## config.mk

```make
export PLATFORM = sky130hd
export DESIGN_NAME = sha1_stream_hasher
export DESIGN_NICKNAME = d
export VERILOG_FILES = /design/src/sv/sha1sh_pkg.sv /design/src/sv/sha1_stream_hasher.sv
export SDC_FILE = /design/constraint.sdc
export NUM_CORES = 2
export LEC_CHECK = 0
export ABC_AREA = 1
export CAP_MARGIN = 0
export CORE_UTILIZATION = 31
export DETAILED_ROUTE_END_ITERATION = 12
export DONT_BUFFER_PORTS = 1
export MAX_ROUTING_LAYER = met4
export PLACE_DENSITY_LB_ADDON = 0.25
export SETUP_SLACK_MARGIN = 0.02
export SLEW_MARGIN = 30
export SYNTH_ARGS = -nofsm -noshare
export SYNTH_HDL_FRONTEND = slang
export SYNTH_SLANG_ARGS = --single-unit
```

## constraint.sdc

```tcl
create_clock -name clk -period 33.5 [get_ports clk]
set_input_delay 6.7 -clock clk [delete_from_list [all_inputs] [get_ports clk]]
set_output_delay 6.7 -clock clk [all_outputs]
set_load 0.05 [all_outputs]
```

## src/sv/sha1sh_pkg.sv

```systemverilog
// Package for the streaming SHA-1 hasher: beat types, operation codes and
// round/initial constants. No dependencies.
package sha1sh_pkg;

  localparam logic OP_ABSORB = 1'b0;
  localparam logic OP_FINISH = 1'b1;

  localparam logic [31:0] H0_INIT = 32'h67452301;
  localparam logic [31:0] H1_INIT = 32'hefcdab89;
  localparam logic [31:0] H2_INIT = 32'h98badcfe;
  localparam logic [31:0] H3_INIT = 32'h10325476;
  localparam logic [31:0] H4_INIT = 32'hc3d2e1f0;

  localparam logic [31:0] K0 = 32'h5a827999;
  localparam logic [31:0] K1 = 32'h6ed9eba1;
  localparam logic [31:0] K2 = 32'h8f1bbcdc;
  localparam logic [31:0] K3 = 32'hca62c1d6;

  localparam logic [7:0] PAD_MARK = 8'h80;

  localparam int NUM_WORDS = 5;
  localparam int NUM_ROUNDS = 80;

  typedef struct packed {
    logic       operation;
    logic [7:0] data_byte;
  } in_t;

  typedef struct packed {
    logic [31:0] digest_word;
    logic [2:0]  word_index;
    logic        last_word;
  } out_t;

endpackage

```

## src/sv/sha1_stream_hasher.sv

```systemverilog
// Streaming SHA-1 hasher top level: byte absorb, padding, round unit, digest out.
// Depends on sha1sh_pkg.
//
// Absorb beats are taken one byte per cycle while idle; the 64th byte of a block
// starts the compression, which runs all 80 rounds on one shared round datapath
// and then adds the chaining words, and input is stalled until it is done.
// A finish beat shifts padding bytes into the block buffer one per cycle (up
// to 64 when a second block is needed), shifts in the 8 length bytes, runs one
// or two compressions and then presents the five digest words on the output
// register, one per cycle as the sink takes them. The next message may start
// as soon as the last digest word is loaded.
module sha1_stream_hasher
  import sha1sh_pkg::*;
(
  input  logic clk,
  input  logic rst_n,
  input  logic in_valid,
  output logic in_stall,
  input  in_t  in_data,
  output logic out_valid,
  input  logic out_stall,
  output out_t out_data
);

  typedef enum logic [2:0] {
    ST_IDLE,
    ST_PAD,
    ST_LEN,
    ST_RND,
    ST_ADD,
    ST_OUT
  } state_t;

  state_t       state_r, state_nxt;
  logic [511:0] buf_r, buf_nxt;
  logic [5:0]   fill_r, fill_nxt;
  logic [60:0]  count_r, count_nxt;
  logic [63:0]  len_r, len_nxt;
  logic         first_r, first_nxt;
  logic         fin_r, fin_nxt;
  logic         len_done_r, len_done_nxt;
  logic [6:0]   rnd_r, rnd_nxt;
  logic [2:0]   idx_r, idx_nxt;
  logic [31:0]  h_r [NUM_WORDS];
  logic [31:0]  h_nxt [NUM_WORDS];
  logic [31:0]  a_r, b_r, c_r, d_r, e_r;
  logic [31:0]  a_nxt, b_nxt, c_nxt, d_nxt, e_nxt;
  logic         out_valid_r, out_valid_nxt;
  out_t         out_r, out_nxt;

  logic [31:0]  f_w, k_w, t_w, w0, sched_w, sched_x;

  assign in_stall  = (state_r != ST_IDLE);
  assign out_valid = out_valid_r;
  assign out_data  = out_r;

  assign w0      = buf_r[511:480];
  assign sched_x = buf_r[95:64] ^ buf_r[255:224] ^ buf_r[447:416] ^ w0;
  assign sched_w = {sched_x[30:0], sched_x[31]};

  always_comb begin
    priority if (rnd_r < 7'd20) begin
      f_w = (b_r & c_r) | (~b_r & d_r);
      k_w = K0;
    end else if (rnd_r < 7'd40) begin
      f_w = b_r ^ c_r ^ d_r;
      k_w = K1;
    end else if (rnd_r < 7'd60) begin
      f_w = (b_r & c_r) | (b_r & d_r) | (c_r & d_r);
      k_w = K2;
    end else begin
      f_w = b_r ^ c_r ^ d_r;
      k_w = K3;
    end
  end

  assign t_w = {a_r[26:0], a_r[31:27]} + f_w + e_r + k_w + w0;

  always_comb begin
    state_nxt     = state_r;
    buf_nxt       = buf_r;
    fill_nxt      = fill_r;
    count_nxt     = count_r;
    len_nxt       = len_r;
    first_nxt     = first_r;
    fin_nxt       = fin_r;
    len_done_nxt  = len_done_r;
    rnd_nxt       = rnd_r;
    idx_nxt       = idx_r;
    h_nxt         = h_r;
    a_nxt         = a_r;
    b_nxt         = b_r;
    c_nxt         = c_r;
    d_nxt         = d_r;
    e_nxt         = e_r;
    out_valid_nxt = out_valid_r && out_stall;
    out_nxt       = out_r;

    unique case (state_r)
      ST_IDLE: begin
        if (in_valid) begin
          if (in_data.operation == OP_ABSORB) begin
            buf_nxt   = {buf_r[503:0], in_data.data_byte};
            count_nxt = count_r + 61'd1;
            fill_nxt  = fill_r + 6'd1;
            fin_nxt   = 1'b0;
            if (fill_r == 6'd63) begin
              state_nxt = ST_RND;
            end
          end else begin
            len_nxt      = {count_r, 3'b000};
            first_nxt    = 1'b1;
            fin_nxt      = 1'b1;
            len_done_nxt = 1'b0;
            state_nxt    = ST_PAD;
          end
        end
      end
      ST_PAD: begin
        if (fill_r == 6'd56 && !first_r) begin
          state_nxt = ST_LEN;
        end else begin
          buf_nxt   = {buf_r[503:0], (first_r ? PAD_MARK : 8'h00)};
          first_nxt = 1'b0;
          fill_nxt  = fill_r + 6'd1;
          if (fill_r == 6'd63) begin
            state_nxt = ST_RND;
          end
        end
      end
      ST_LEN: begin
        buf_nxt  = {buf_r[503:0], len_r[63:56]};
        len_nxt  = {len_r[55:0], 8'h00};
        fill_nxt = fill_r + 6'd1;
        if (fill_r == 6'd63) begin
          len_done_nxt = 1'b1;
          state_nxt    = ST_RND;
        end
      end
      ST_RND: begin
        a_nxt   = t_w;
        b_nxt   = a_r;
        c_nxt   = {b_r[1:0], b_r[31:2]};
        d_nxt   = c_r;
        e_nxt   = d_r;
        buf_nxt = {buf_r[479:0], sched_w};
        rnd_nxt = rnd_r + 7'd1;
        if (rnd_r == 7'(NUM_ROUNDS - 1)) begin
          state_nxt = ST_ADD;
        end
      end
      ST_ADD: begin
        h_nxt[0] = h_r[0] + a_r;
        h_nxt[1] = h_r[1] + b_r;
        h_nxt[2] = h_r[2] + c_r;
        h_nxt[3] = h_r[3] + d_r;
        h_nxt[4] = h_r[4] + e_r;
        idx_nxt  = 3'd0;
        priority if (!fin_r) begin
          state_nxt = ST_IDLE;
        end else if (len_done_r) begin
          state_nxt = ST_OUT;
        end else begin
          state_nxt = ST_PAD;
        end
      end
      ST_OUT: begin
        if (!out_valid_r || !out_stall) begin
          out_valid_nxt       = 1'b1;
          out_nxt.digest_word = h_r[idx_r];
          out_nxt.word_index  = idx_r;
          out_nxt.last_word   = (idx_r == 3'(NUM_WORDS - 1));
          idx_nxt             = idx_r + 3'd1;
          if (idx_r == 3'(NUM_WORDS - 1)) begin
            h_nxt[0]  = H0_INIT;
            h_nxt[1]  = H1_INIT;
            h_nxt[2]  = H2_INIT;
            h_nxt[3]  = H3_INIT;
            h_nxt[4]  = H4_INIT;
            count_nxt = '0;
            fill_nxt  = '0;
            fin_nxt   = 1'b0;
            state_nxt = ST_IDLE;
          end
        end
      end
      default: state_nxt = ST_IDLE;
    endcase

    // load the working variables when a compression starts
    if (state_nxt == ST_RND && state_r != ST_RND) begin
      a_nxt   = h_r[0];
      b_nxt   = h_r[1];
      c_nxt   = h_r[2];
      d_nxt   = h_r[3];
      e_nxt   = h_r[4];
      rnd_nxt = '0;
    end
  end

  always_ff @(posedge clk) begin
    if (!rst_n) begin
      state_r     <= ST_IDLE;
      fill_r      <= '0;
      count_r     <= '0;
      first_r     <= 1'b0;
      fin_r       <= 1'b0;
      len_done_r  <= 1'b0;
      rnd_r       <= '0;
      idx_r       <= '0;
      out_valid_r <= 1'b0;
      h_r[0]      <= H0_INIT;
      h_r[1]      <= H1_INIT;
      h_r[2]      <= H2_INIT;
      h_r[3]      <= H3_INIT;
      h_r[4]      <= H4_INIT;
    end else begin
      state_r     <= state_nxt;
      fill_r      <= fill_nxt;
      count_r     <= count_nxt;
      first_r     <= first_nxt;
      fin_r       <= fin_nxt;
      len_done_r  <= len_done_nxt;
      rnd_r       <= rnd_nxt;
      idx_r       <= idx_nxt;
      out_valid_r <= out_valid_nxt;
      h_r         <= h_nxt;
    end
    buf_r <= buf_nxt;
    len_r <= len_nxt;
    a_r   <= a_nxt;
    b_r   <= b_nxt;
    c_r   <= c_nxt;
    d_r   <= d_nxt;
    e_r   <= e_nxt;
    out_r <= out_nxt;
  end

endmodule

```

==> flow_summary.yaml <==
yosys:
  synth_top_area_frac: 0.3679
  synth_warnings: 0
  synth-seq-area-share: 0.4457
  synth-xor-area-share: 0.02149
  ys_top_cells_by_count: "nand2_1 (3329), inv_1 (1097), edfxtp_1 (769), nor2_1 (435), nand3_1 (431)"
  synth-compound-area-share: 0.08464
  synth_seq_cells: 1013
  synthCells: 8312
  ys.flop_type: "edfxtp_1"
  synth_top_cell_by_area: "edfxtp_1"
  synth_top_family_by_area: "simple AND/OR/NAND/NOR gates"
  synthSimpleGateAreaFrac: 0.2834
  synth_nets: 8649
  synth_cell_types: 48
  yosys.area_share.adder: 0.07954
  yosysMostFrequentCell: "nand2_1"
  synthTopCellsByArea: "edfxtp_1 (37%), nand2_1 (20%), dfxtp_1 (7.8%)"
  synthesis.area_um2: 62770
  synth_mux_area_frac: 0
  avgSynthCellArea_um2: 7.551
  async_reset_ff_frac: 0
  synth-edff-count: 769
floorplan:
  boundaryPins: 51
  rows: 164
  start_util: 0.3131
  die_h_um: 452.0
  die_w_um: 452.0
  coreArea_um2: 200500
  dieArea_um2: 204300
layout:
  nets: 8539
  syn2layout_area_growth_pct: 11.11
  layout-drive-gt1-share: 0.03613
route:
  viasPerCell: 4.915
  ant_nets: 0
  vias: 53880
  drc_errors: 0
  drt_iter0_markers: 4990
  dr.pass1.iters: 6
  avgRoutedWirePerCell_um: 20.03
  wl_um: 219600
timing:
  fmax_mhz: 104.8
  hold_viol_final: 0
  fin_crit_sh: 0.2849
  worst_slew_pin_slew_ns: 1.056
  relSlewSlack: 0.2903
  maxSlewViolCount: 0
  hold_ws_ns: 0.4791
  finalSetupViolations: 0
  fin_worst_skew_ns: 0.08519
  rsz0062_at_grt: "false"
  fin_crit_ns: 9.543
  tns_ns: 0
grt:
  grt_max_degree: 248
  grt_pass1_wl_um: 326900
  grt_pass1_vias: 51717
  antenna_found_initial: 8
  grt-ovfl-total: 0
  grtUsageTotal: 0.2174
cts:
  path_clk_slew_ns: 0.06
  post_cts_buffers: 0
  ctsResizeCount: 0
  cts_root_buffer: "clkbuf_16"
  ctsHoldBuffers: 0
  clock_latency_ns: 0.81
  htree_levels: 3
  clk_path_buf_depth: 3
  cts.sinks: 1013
  cts_tree: "done"
  numCtsBuffers: 119
critical_path:
  crit_chain: "nand2_1, a21oi_2, nor3_1, nand3b_1, nand3_4, inv_4, buf_4, o21ai_0"
  crit_path_end_kind: "flip-flop"
  worstSetupPathType: "in2reg"
  cp.required_ns: 33.95
  startpoint_type: "primary input"
  slowest_delay_ns: 0.97
  crit_arrival_ns: 9.99
  crit_fanout: 71
  cp_slowest_cell: "inv_4"
power_and_ir_drop:
  p_sw_mw: 0.8157
  p_seq_frac: 0.464
  cellLeakagePower_nw: 31.07
  p_int_mw: 2.355
  p_sw_frac: 0.2572
  powerDensity_nw_per_um2: 45.47
  vdd_ir_drop_max_uv: 45.24
  comb_power_share: 0.093
  clkPwrFrac: 0.444
placed_design:
  place_congestion: 0.9907
  dp_hpwl_um: 164700
  port_buffers: 0
run:
  max_cap_violations: 0
hold_path:
  hold_class: "reg2reg"
status:
  status: "finished clean"
[layer usage]
layer	share of wire	GRT usage	vias up
li1	-	-	26417
met1	0.45	0.2836	25792
met2	0.46	0.3469	1352
met3	0.049	0.02697	319
met4	0.039	0.07611	0
met5	0	-	-
[worst paths after layout]
path	start	to	slack (ns)	cells past startpoint
max	out_stall	b_r[9]	23.96	8
min	len_done_r	len_done_r	0.48	2
max reg2reg	rnd_r[3]	a_r[29]	26.43	23
min reg2reg	len_done_r	len_done_r	0.48	2
[sequential cells by signal, summed over array words and instances, names as in the netlist]
register    count
buf_r         512
out_data       36
out_valid       1
len_r          61
rnd_r           7
fin_r           1
len_done_r      1
h_r           160
b_r            32
first_r         1
state_r         3
c_r            32
a_r            32
d_r            32
e_r            32
idx_r           3
fill_r          6
count_r        61
[layout by cell type, fill, tap and decap left out, drive strengths merged, types with 109 or more instances in the layout]
cell type	count
nand3	432
edfxtp	769
fa	125
xor2	109
o21ai	452
dfxtp	244
clkbuf	162
nand2	3332
a21oi	405
inv	1110
nor2	442
ha	199
[worst max-delay path: cells and delay by family]
| kind | cells | cell delay (ns) |
|---|---|---|
| buffers and inverters | 2 | 1.67 |
| and+or+nand+nor | 4 | 1.01 |
| AOI/OAI and AO/OA | 2 | 0.42 |
[stage by stage]
step	setup slack, ns	total power, mW	utilization	area [um2]	std cells
4_1_cts	24.10	3.207	0.3475	69670	10957
3_5_place_dp	23.32	1.791	0.3264	65430	10735
2_1_floorplan	3.799	1.732	-	62770	8312
6_report	23.96	3.171	0.3479	69740	10963
3_3_place_gp	23.35	1.789	0.3263	65410	10734
5_1_grt	23.79	3.290	0.3479	69740	10962
[power groups by stage]
stage / Combinational [mW] / Clock, mW / Sequential [mW]
CTS: 0.296 / 1.44 / 1.47
global placement: 0.293 / 0 / 1.50
global route: 0.331 / 1.48 / 1.48
detailed placement: 0.294 / 0 / 1.50
floorplan: 0.206 / 0 / 1.53
finish: 0.294 / 1.41 / 1.47
[layout make-up]
cell class	instances	area, um2
antenna	4	10.01
clock buffer	162	3403
clock inverter	60	829.5
fill	21212	130700
inverter	1112	4200
multi-input combinational	5910	29520
sequential	1013	27980
tap	2656	3323
timing repair buffer	46	467.9
[cells by family after synthesis]
| group | Yosys count |
|---|---|
| AOI/OAI and AO/OA | 991 |
| xor gates and xnor gates | 154 |
| adders and majority gates | 324 |
| buffers and inverters | 1389 |
| DFF | 1013 |
| and+or+nand+nor | 4441 |
Power figures use the tool's default switching activity.
